### config.mk
export PLATFORM = sky130hd
export DESIGN_NAME = crank_cam_signal_generator_core
export DESIGN_NICKNAME = d
export VERILOG_FILES = /design/src/ccsg_pkg.sv /design/src/ccsg_step.sv /design/src/crank_cam_signal_generator_core.sv
export VERILOG_INCLUDE_DIRS = /design/src /design/src/src
export SDC_FILE = /design/constraint.sdc
export NUM_CORES = 1
export LEC_CHECK = 0
export BUFFER_PORTS_ARGS = -buffer_cell sky130_fd_sc_hd__buf_2
export CORE_AREA = 2 2 136 138
export CTS_BUF_LIST = sky130_fd_sc_hd__clkbuf_16
export CTS_CLUSTER_SIZE = 12
export DETAILED_ROUTE_END_ITERATION = 6
export DIE_AREA = 0 0 138 140
export GPL_TIMING_DRIVEN = 0
export PLACE_DENSITY = 0.74
export SETUP_SLACK_MARGIN = 0.02
export SLEW_MARGIN = 10
export SYNTH_ARGS = -nofsm -noshare
export SYNTH_HDL_FRONTEND = slang
export SYNTH_SLANG_ARGS = --single-unit
export TNS_END_PERCENT = 30
### constraint.sdc
create_clock -name clk_i -period 18.4 [get_ports clk_i]
set_clock_uncertainty 0.15 [all_clocks]
set_input_delay 1.84 -clock clk_i [delete_from_list [all_inputs] [get_ports clk_i]]
set_output_delay 1.84 -clock clk_i [all_outputs]
set_load 0.1 [all_outputs]
### src/crank_cam_signal_generator_core_assert.svh
// ----------------------------------------------------------------------------
// Assertion macros for the crank/cam signal generator
// Shorthand for clocked concurrent checks, reset-qualified.
// ----------------------------------------------------------------------------
`ifndef CRANK_CAM_SIGNAL_GENERATOR_CORE_ASSERT_SVH
`define CRANK_CAM_SIGNAL_GENERATOR_CORE_ASSERT_SVH

// condition holds at every edge outside reset
`define CCSG_ASSERT_ALWAYS(lbl, cond, msg) \
  lbl: assert property (@(posedge clk_i) disable iff (!rst_ni) (cond)) else $error(msg);

// antecedent at one edge implies consequent at the next
`define CCSG_ASSERT_NEXT(lbl, ante, cons, msg) \
  lbl: assert property (@(posedge clk_i) disable iff (!rst_ni) (ante) |=> (cons)) \
    else $error(msg);

`endif

### src/ccsg_pkg.sv
// ----------------------------------------------------------------------------
// ccsg_pkg
// Types and constants shared by the crank/cam signal generator.
// ----------------------------------------------------------------------------
package ccsg_pkg;

  localparam int unsigned EdgeW  = 9;
  localparam int unsigned IdxW   = 4;
  localparam int unsigned ByteW  = 8;
  localparam int unsigned CfgIdxW = 3;
  localparam int unsigned CfgDataW = 64;

  typedef enum logic [CfgIdxW-1:0] {
    REG_TOOTH_COUNT    = 3'd0,
    REG_GAP_TEETH      = 3'd1,
    REG_CAM_START      = 3'd2,
    REG_CAM_LOW        = 3'd3,
    REG_CAM_HIGH       = 3'd4,
    REG_CAM_MODE       = 3'd5,
    REG_CAM_TABLE      = 3'd6,
    REG_INIT_CAM_PER   = 3'd7
  } ccsg_reg_e;

  localparam logic [ByteW-1:0] ToothCountRst = 8'd60;
  localparam logic [ByteW-1:0] GapTeethRst   = 8'd2;

  typedef struct packed {
    logic [ByteW-1:0] tooth_count;
    logic [ByteW-1:0] gap_teeth;
    logic [ByteW-1:0] cam_start;
    logic [ByteW-1:0] cam_low_period;
    logic [ByteW-1:0] cam_high_period;
    logic             cam_mode;
    logic [ByteW-1:0] initial_cam_period;
  } ccsg_cfg_t;

  typedef struct packed {
    logic [EdgeW-1:0] edge_counter;
    logic             cam_active;
    logic [EdgeW-1:0] cam_edge_counter;
    logic [ByteW-1:0] cam_period;
    logic [IdxW-1:0]  cam_index;
    logic             cam_line;
  } ccsg_state_t;

  typedef struct packed {
    logic             crank_pulse;
    logic             crank_hold_high;
    logic             rev_marker;
    logic             cam_level;
    logic [EdgeW-1:0] edge_position;
  } ccsg_res_t;

endpackage

### src/ccsg_step.sv
// ----------------------------------------------------------------------------
// ccsg_step
// Next-state and result logic for one item of the trigger-wheel generator.
// ----------------------------------------------------------------------------
module ccsg_step import ccsg_pkg::*; #(
  parameter int unsigned CAM_TABLE_ENTRIES = 8
) (
  input  ccsg_cfg_t                                cfg_i,
  input  logic [CAM_TABLE_ENTRIES-1:0][ByteW-1:0]  cam_table_i,
  input  ccsg_state_t                              state_i,
  input  logic                                     tooth_edge_i,
  output ccsg_state_t                              state_o,
  output ccsg_res_t                                res_o
);

  logic [EdgeW-1:0] full;
  logic [EdgeW-1:0] gap;
  logic [EdgeW-1:0] ec_inc;
  logic [EdgeW:0]   act_thr;
  logic [ByteW-1:0] entry_sel;
  logic [ByteW-1:0] entry_use;
  logic [IdxW-1:0]  idx_use;
  logic             idx_hit;
  ccsg_state_t      st;

  assign full    = {cfg_i.tooth_count, 1'b0};
  assign gap     = {cfg_i.gap_teeth, 1'b0};
  assign ec_inc  = state_i.edge_counter + 1'b1;
  assign act_thr = {1'b0, cfg_i.cam_start, 1'b0} + {2'b00, cfg_i.gap_teeth};
  assign idx_hit = state_i.cam_index < IdxW'(CAM_TABLE_ENTRIES);

  always_comb begin
    entry_sel = '0;
    for (int i = 0; i < CAM_TABLE_ENTRIES; i++) begin
      if (state_i.cam_index == IdxW'(i)) begin
        entry_sel = cam_table_i[i];
      end
    end
  end

  always_comb begin
    st    = state_i;
    res_o = '0;
    idx_use   = state_i.cam_index;
    entry_use = entry_sel;
    if (!idx_hit || entry_sel == '0) begin
      idx_use   = '0;
      entry_use = cam_table_i[0];
    end

    if (tooth_edge_i) begin
      if (state_i.cam_active) begin
        st.cam_edge_counter = state_i.cam_edge_counter + 1'b1;
      end
      if (ec_inc < full) begin
        st.edge_counter = ec_inc;
        if (ec_inc < gap) begin
          res_o.crank_hold_high = 1'b1;
        end else begin
          res_o.crank_pulse = ec_inc[0];
        end
      end else begin
        st.edge_counter = '0;
      end

      res_o.rev_marker = ({1'b0, st.edge_counter} + 1'b1) == {1'b0, full};

      if (!state_i.cam_active && {1'b0, st.edge_counter} > act_thr) begin
        st.cam_active       = 1'b1;
        st.cam_edge_counter = '0;
        st.cam_period       = cfg_i.initial_cam_period;
      end

      if (st.cam_active && st.cam_edge_counter >= {st.cam_period, 1'b0}) begin
        if (cfg_i.cam_mode) begin
          st.cam_period = entry_use;
        end else begin
          st.cam_period = state_i.cam_line ? cfg_i.cam_low_period : cfg_i.cam_high_period;
        end
        st.cam_line         = ~state_i.cam_line;
        st.cam_edge_counter = '0;
        st.cam_index        = idx_use + 1'b1;
      end
    end

    res_o.cam_level     = st.cam_line;
    res_o.edge_position = st.edge_counter;
    state_o = st;
  end

endmodule

### src/crank_cam_signal_generator_core.sv
// ----------------------------------------------------------------------------
// crank_cam_signal_generator_core
// Missing-tooth crank wheel and cam signal simulator, one edge per item.
// ----------------------------------------------------------------------------
// Usage:
//   Input channel (in_valid_i/in_ready_o) carries tooth_edge_i; one transfer
//   is one item, an edge or an idle slot. Each item yields exactly one result
//   on the output channel (out_valid_o/out_ready_i): crank pulse, gap hold,
//   revolution marker, cam level and the edge position after the item.
//   Each result is registered. Throughput is one item per cycle while the
//   receiver takes results, set by the combinational edge/cam counter update.
//   A two-entry output buffer (result register plus skid) sits between the
//   sides, so one more item is taken while a result waits; with both entries
//   full, in_ready_o drops until the receiver takes a result.
//   Configuration is written through cfg_we_i/cfg_idx_i/cfg_wdata_i while
//   the block is idle; a write takes effect at the next clock edge.
//   Reset clears all counters and the cam line and loads the register reset
//   values (60 teeth, 2 gap teeth, everything else zero).
// ----------------------------------------------------------------------------
`include "crank_cam_signal_generator_core_assert.svh"

module crank_cam_signal_generator_core import ccsg_pkg::*; #(
  parameter int unsigned CAM_TABLE_ENTRIES = 8
) (
  input  logic                 clk_i,
  input  logic                 rst_ni,
  input  logic                 cfg_we_i,
  input  logic [CfgIdxW-1:0]   cfg_idx_i,
  input  logic [CfgDataW-1:0]  cfg_wdata_i,
  input  logic                 in_valid_i,
  output logic                 in_ready_o,
  input  logic                 tooth_edge_i,
  output logic                 out_valid_o,
  input  logic                 out_ready_i,
  output logic                 crank_pulse_o,
  output logic                 crank_hold_high_o,
  output logic                 rev_marker_o,
  output logic                 cam_level_o,
  output logic [EdgeW-1:0]     edge_position_o
);

  ccsg_cfg_t                               cfg_q;
  logic [CAM_TABLE_ENTRIES-1:0][ByteW-1:0] cam_table_q;
  ccsg_state_t                             state_q, state_d;
  ccsg_res_t                               res_new;
  ccsg_res_t                               out_q, skid_q;
  logic                                    out_vld_q, skid_vld_q;
  logic                                    in_xfer, out_free;

  assign in_ready_o = ~skid_vld_q;
  assign in_xfer    = in_valid_i & in_ready_o;
  assign out_free   = ~out_vld_q | out_ready_i;

  ccsg_step #(
    .CAM_TABLE_ENTRIES(CAM_TABLE_ENTRIES)
  ) u_step (
    .cfg_i       (cfg_q),
    .cam_table_i (cam_table_q),
    .state_i     (state_q),
    .tooth_edge_i(tooth_edge_i),
    .state_o     (state_d),
    .res_o       (res_new)
  );

  always_ff @(posedge clk_i or negedge rst_ni) begin
    if (!rst_ni) begin
      cfg_q       <= '{tooth_count: ToothCountRst, gap_teeth: GapTeethRst, default: '0};
      cam_table_q <= '0;
    end else if (cfg_we_i) begin
      case (ccsg_reg_e'(cfg_idx_i))
        REG_TOOTH_COUNT:  cfg_q.tooth_count        <= cfg_wdata_i[ByteW-1:0];
        REG_GAP_TEETH:    cfg_q.gap_teeth          <= cfg_wdata_i[ByteW-1:0];
        REG_CAM_START:    cfg_q.cam_start          <= cfg_wdata_i[ByteW-1:0];
        REG_CAM_LOW:      cfg_q.cam_low_period     <= cfg_wdata_i[ByteW-1:0];
        REG_CAM_HIGH:     cfg_q.cam_high_period    <= cfg_wdata_i[ByteW-1:0];
        REG_CAM_MODE:     cfg_q.cam_mode           <= cfg_wdata_i[0];
        REG_CAM_TABLE:    cam_table_q <= cfg_wdata_i[CAM_TABLE_ENTRIES*ByteW-1:0];
        REG_INIT_CAM_PER: cfg_q.initial_cam_period <= cfg_wdata_i[ByteW-1:0];
        default: ;
      endcase
    end
  end

  always_ff @(posedge clk_i or negedge rst_ni) begin
    if (!rst_ni) begin
      state_q <= '0;
    end else if (in_xfer) begin
      state_q <= state_d;
    end
  end

  always_ff @(posedge clk_i or negedge rst_ni) begin
    if (!rst_ni) begin
      out_vld_q  <= 1'b0;
      skid_vld_q <= 1'b0;
    end else if (out_free) begin
      out_vld_q  <= skid_vld_q | in_xfer;
      skid_vld_q <= 1'b0;
    end else if (in_xfer) begin
      skid_vld_q <= 1'b1;
    end
  end

  always_ff @(posedge clk_i) begin
    if (out_free) begin
      out_q <= skid_vld_q ? skid_q : res_new;
    end else if (in_xfer) begin
      skid_q <= res_new;
    end
  end

  assign out_valid_o       = out_vld_q;
  assign crank_pulse_o     = out_q.crank_pulse;
  assign crank_hold_high_o = out_q.crank_hold_high;
  assign rev_marker_o      = out_q.rev_marker;
  assign cam_level_o       = out_q.cam_level;
  assign edge_position_o   = out_q.edge_position;

  `CCSG_ASSERT_ALWAYS(a_skid_behind_out, !skid_vld_q || out_vld_q, "skid full, output empty")
  `CCSG_ASSERT_ALWAYS(a_pulse_not_in_gap, !out_vld_q || !(out_q.crank_pulse && out_q.crank_hold_high), "pulse in gap")
  `CCSG_ASSERT_NEXT(a_idle_keeps_state, in_xfer && !tooth_edge_i, $stable(state_q), "idle item changed state")

endmodule
==> results.yml <==
job:
  max_cap_violations: 0
die:
  die_area_um2: 19300
  die_y_um: 140
  initial_core_util_pct: 54.5
  core_area_um2: 17800
  io_pins: 88
  die_w_um: 138
  rows: 49
clocking:
  cts_buffers: 17
  cts_sinks: 173
  postCtsSetupBuffers: 0
  cts_tree: "yes"
  clkTransAtPathRegs_ns: 0.07
  cts_root_buffer: "clkbuf_16"
  cts_max_path_buffers: 2
  ctsHoldBuffers: 0
  cts-resized-gates: 0
  clock_latency_ns: 0.43
  cts.htree.levels: 4
power:
  power_density_nw_per_um2: 140
  power_w: 0.00154
  ir_drop_v: 0.000109
  p_leak_nw: 4.85
critical_path:
  r2r_start: "state_q[23]"
  cp_data_arrival_time_ns: 7.92
  required_ns: 18.59
  crit_fanout: 10
  crit-reg2reg-capture: "state_q[3]"
  critical_path.endpoint: "state_q[3]"
  rr_worst_depth: 25
  start_kind: "flip-flop"
  end_kind: "flip-flop"
  r2r_slack_ns: 10.67
  critPathLaunch: "state_q[23]"
  critPathKind: "flip-flop to flip-flop"
final_layout:
  diodes: 0
  synthToLayoutAreaGrowth_pct: 14.1
  fin_cells: 1224
  final_nets: 1097
  drive_gt1_share_pct: 28.6
  postLayoutCoreUtil_pct: 62.1
logic_synthesis:
  synth_flop_cell: "dfrtp_1"
  netlist_area_um2: 9680
  ys_types: 77
  synth_async_sr_flop_share_pct: 85.0
  ys_warn_count: 0
  synth_area_per_cell_um2: 11.1
  ys_ff_latch: 173
  ys_seq_area_share_pct: 46.1
  synth.net_count: 991
  synth-edff-count: 26
  netlist_instances: 876
sta:
  period_share_pct: 42.0
  maxSlewHeadroom_pct: 24.8
  setup_violations: 0
  slew_viol_final: 0
  rsz0062_at_grt: "no"
  tightest_slew_ns: 1.12
  final_hold_viol_count: 0
  tns_ns: 0
  max_freq_ghz: 0.129
  hold_ws_ns: 0.354
  fin_crit_ns: 7.73
global_routing:
  grt-ovfl-total: 0
  grt_first_pass_wirelength_mm: 36.9
  antenna_found_initial: 0
  grt_pass1_vias: 7056
  grt.total_usage_pct: 23.6
  grt_max_degree: 106
detailed_routing:
  vias_per_cell: 5.84
  post_drt_wl_per_cell_um: 18.2
  detail-route-antenna-nets: 0
  drt_iter0_drc: 446
  first_pass_iters: 5
  wirelength_mm: 22.3
  drc_errors: 0
  vias: 7145
placed_design:
  io_buffers: 85
  dp.cells: 1192
  gp_congestion: 0.899
  dpl.hpwl_mm: 16.3
outcome:
  run_status: "finished, final reports clean"
worst_hold_path:
  holdCritPathClass: "flip-flop to flip-flop"
==> cells in the final DEF (no fill, tap or decap), types with 6 or more instances in the layout <==
cell / n
clkbuf_16: 17
nand2_1: 67
mux2i_1: 18
and3_1: 6
inv_1: 36
nor2_1: 51
mux4_2: 9
nand4_1: 8
ha_1: 41
nor2b_1: 10
o21ai_0: 42
and2_1: 7
a22o_1: 7
edfxtp_1: 26
nand3_1: 22
nand2b_1: 13
xor2_1: 7
buf_2: 90
xnor2_1: 20
a21o_1: 11
mux2_2: 120
dfrtp_1: 142
clkbuf_1: 30
a21oi_1: 37
nor3_1: 19
a211oi_1: 8
==> registers in the layout, indices dropped and copies added (netlist names) <==
signal / count
cfg_q: 49
cam_level_o: 1
skid_vld_q: 1
crank_hold_high_o: 1
edge_position_o: 9
crank_pulse_o: 1
state_q: 32
rev_marker_o: 1
out_valid_o: 1
cam_table_q: 64
skid_q: 13
==> worst min path at each step <==
stage	startpoint	to	depth (start not counted)
floorplan	cam_table_q[39]	cam_table_q[39]	1
global placement	cam_table_q[10]	cam_table_q[10]	1
detailed placement	cam_table_q[23]	cam_table_q[23]	1
CTS	cam_table_q[23]	cam_table_q[23]	1
global route	cfg_q[12]	cfg_q[12]	1
finish	cam_table_q[23]	cam_table_q[23]	1
==> cell usage after synthesis (all sizes together), types with 4 or more instances <==
library cell | count | share of area, %
dfrtp | 142 | 37
mux2 | 120 | 14
nand2 | 67 | 2.6
nor2 | 51 | 2.0
o21ai | 42 | 2.2
ha | 41 | 5.3
a21oi | 38 | 2.0
inv | 37 | 1.4
clkbuf | 30 | 1.2
edfxtp | 26 | 8.1
nand3 | 22 | 1.1
xnor2 | 21 | 2.0
nor3 | 20 | 1.1
mux2i | 18 | 1.9
buf | 13 | 0.85
nand2b | 13 | 0.84
a211oi | 11 | 1.0
a21o | 11 | 0.85
nor2b | 10 | 0.65
mux4 | 9 | 2.1
nand4 | 8 | 0.52
a22o | 7 | 0.63
and2 | 7 | 0.45
nor3b | 7 | 0.54
xor2 | 7 | 0.63
a2bb2oi | 6 | 0.61
and3 | 6 | 0.39
a211o | 5 | 0.45
a31oi | 5 | 0.32
dfstp | 5 | 1.4
o21a | 5 | 0.39
o31ai | 5 | 0.44
a311oi | 4 | 0.36
nand4b | 4 | 0.36
or2 | 4 | 0.26
==> power by group <==
group | internal [W] | switching [W] | total (W)
combinational | 0.000263 | 0.000382 | 0.000645
sequential | 0.000479 | 0.0000571 | 0.000536
clock | 0.000194 | 0.000169 | 0.000364
==> worst max-delay path: stages, from the launching register on <==
cell and delay [ns]:
dfrtp_1 0.50, ha_1 0.33, clkbuf_1 0.38, nand3_1 0.15, xor2_1 0.31, inv_1 0.12
ha_1 0.31, nand4_1 0.14, o31ai_2 0.66, nor2_1 0.22, ha_1 0.36, nand3_1 0.17
a2111oi_0 0.42, nor2_1 0.11, a2bb2oi_2 0.21, nor3_2 0.56, buf_2 0.39, mux2i_1 0.14
ha_1 0.31, o311ai_0 0.13, a21o_1 0.18, and2_1 0.15, clkbuf_1 0.19, nor3_1 0.72
nand2_1 0.12, a22oi_1 0.20
==> kinds of logic (layout without fill, tap and decap cells) <==
| kind of cell | after synthesis | after routing | share of synthesized area, % |
|---|---|---|---|
| AO/OA/AOI/OAI | 172 | 172 | 12.3 |
| XOR/XNOR | 28 | 28 | 2.61 |
| adder cells (fa/ha/maj) | 42 | 42 | 5.50 |
| buffers and inverters | 81 | 200 | 3.49 |
| flip-flops | 173 | 173 | 46.1 |
| multiplexers | 147 | 147 | 17.9 |
| AND/OR/NAND/NOR | 233 | 233 | 12.0 |
==> metrics by stage <==
stage,setup slack [ns],instance area (um2)
detailed placement,10.81,10400
global placement,10.82,10400
finish,10.67,11000
floorplan,12.03,9680
global route,9.98,11000
CTS,10.75,11000
==> layer usage <==
layer | GRT usage (%) | vias to the layer above | share of wire, %
li1 | - | 3421 | -
met3 | 4.58 | 20 | 4.9
met4 | 4.99 | 0 | 0.83
met5 | 0 | - | 0
met2 | 37.2 | 197 | 46
met1 | 34.3 | 3507 | 48
==> final cells by class <==
class / count / area (um2)
Clock inverter: 15 / 173
Multi-Input combinational cell: 622 / 4890
Tap cell: 229 / 287
Inverter: 38 / 143
Buffer: 43 / 195
Sequential cell: 173 / 4470
Clock buffer: 17 / 425
Timing Repair Buffer: 87 / 470
Fill cell: 1456 / 6730
Note: power is estimated with default switching activity, not from simulation.
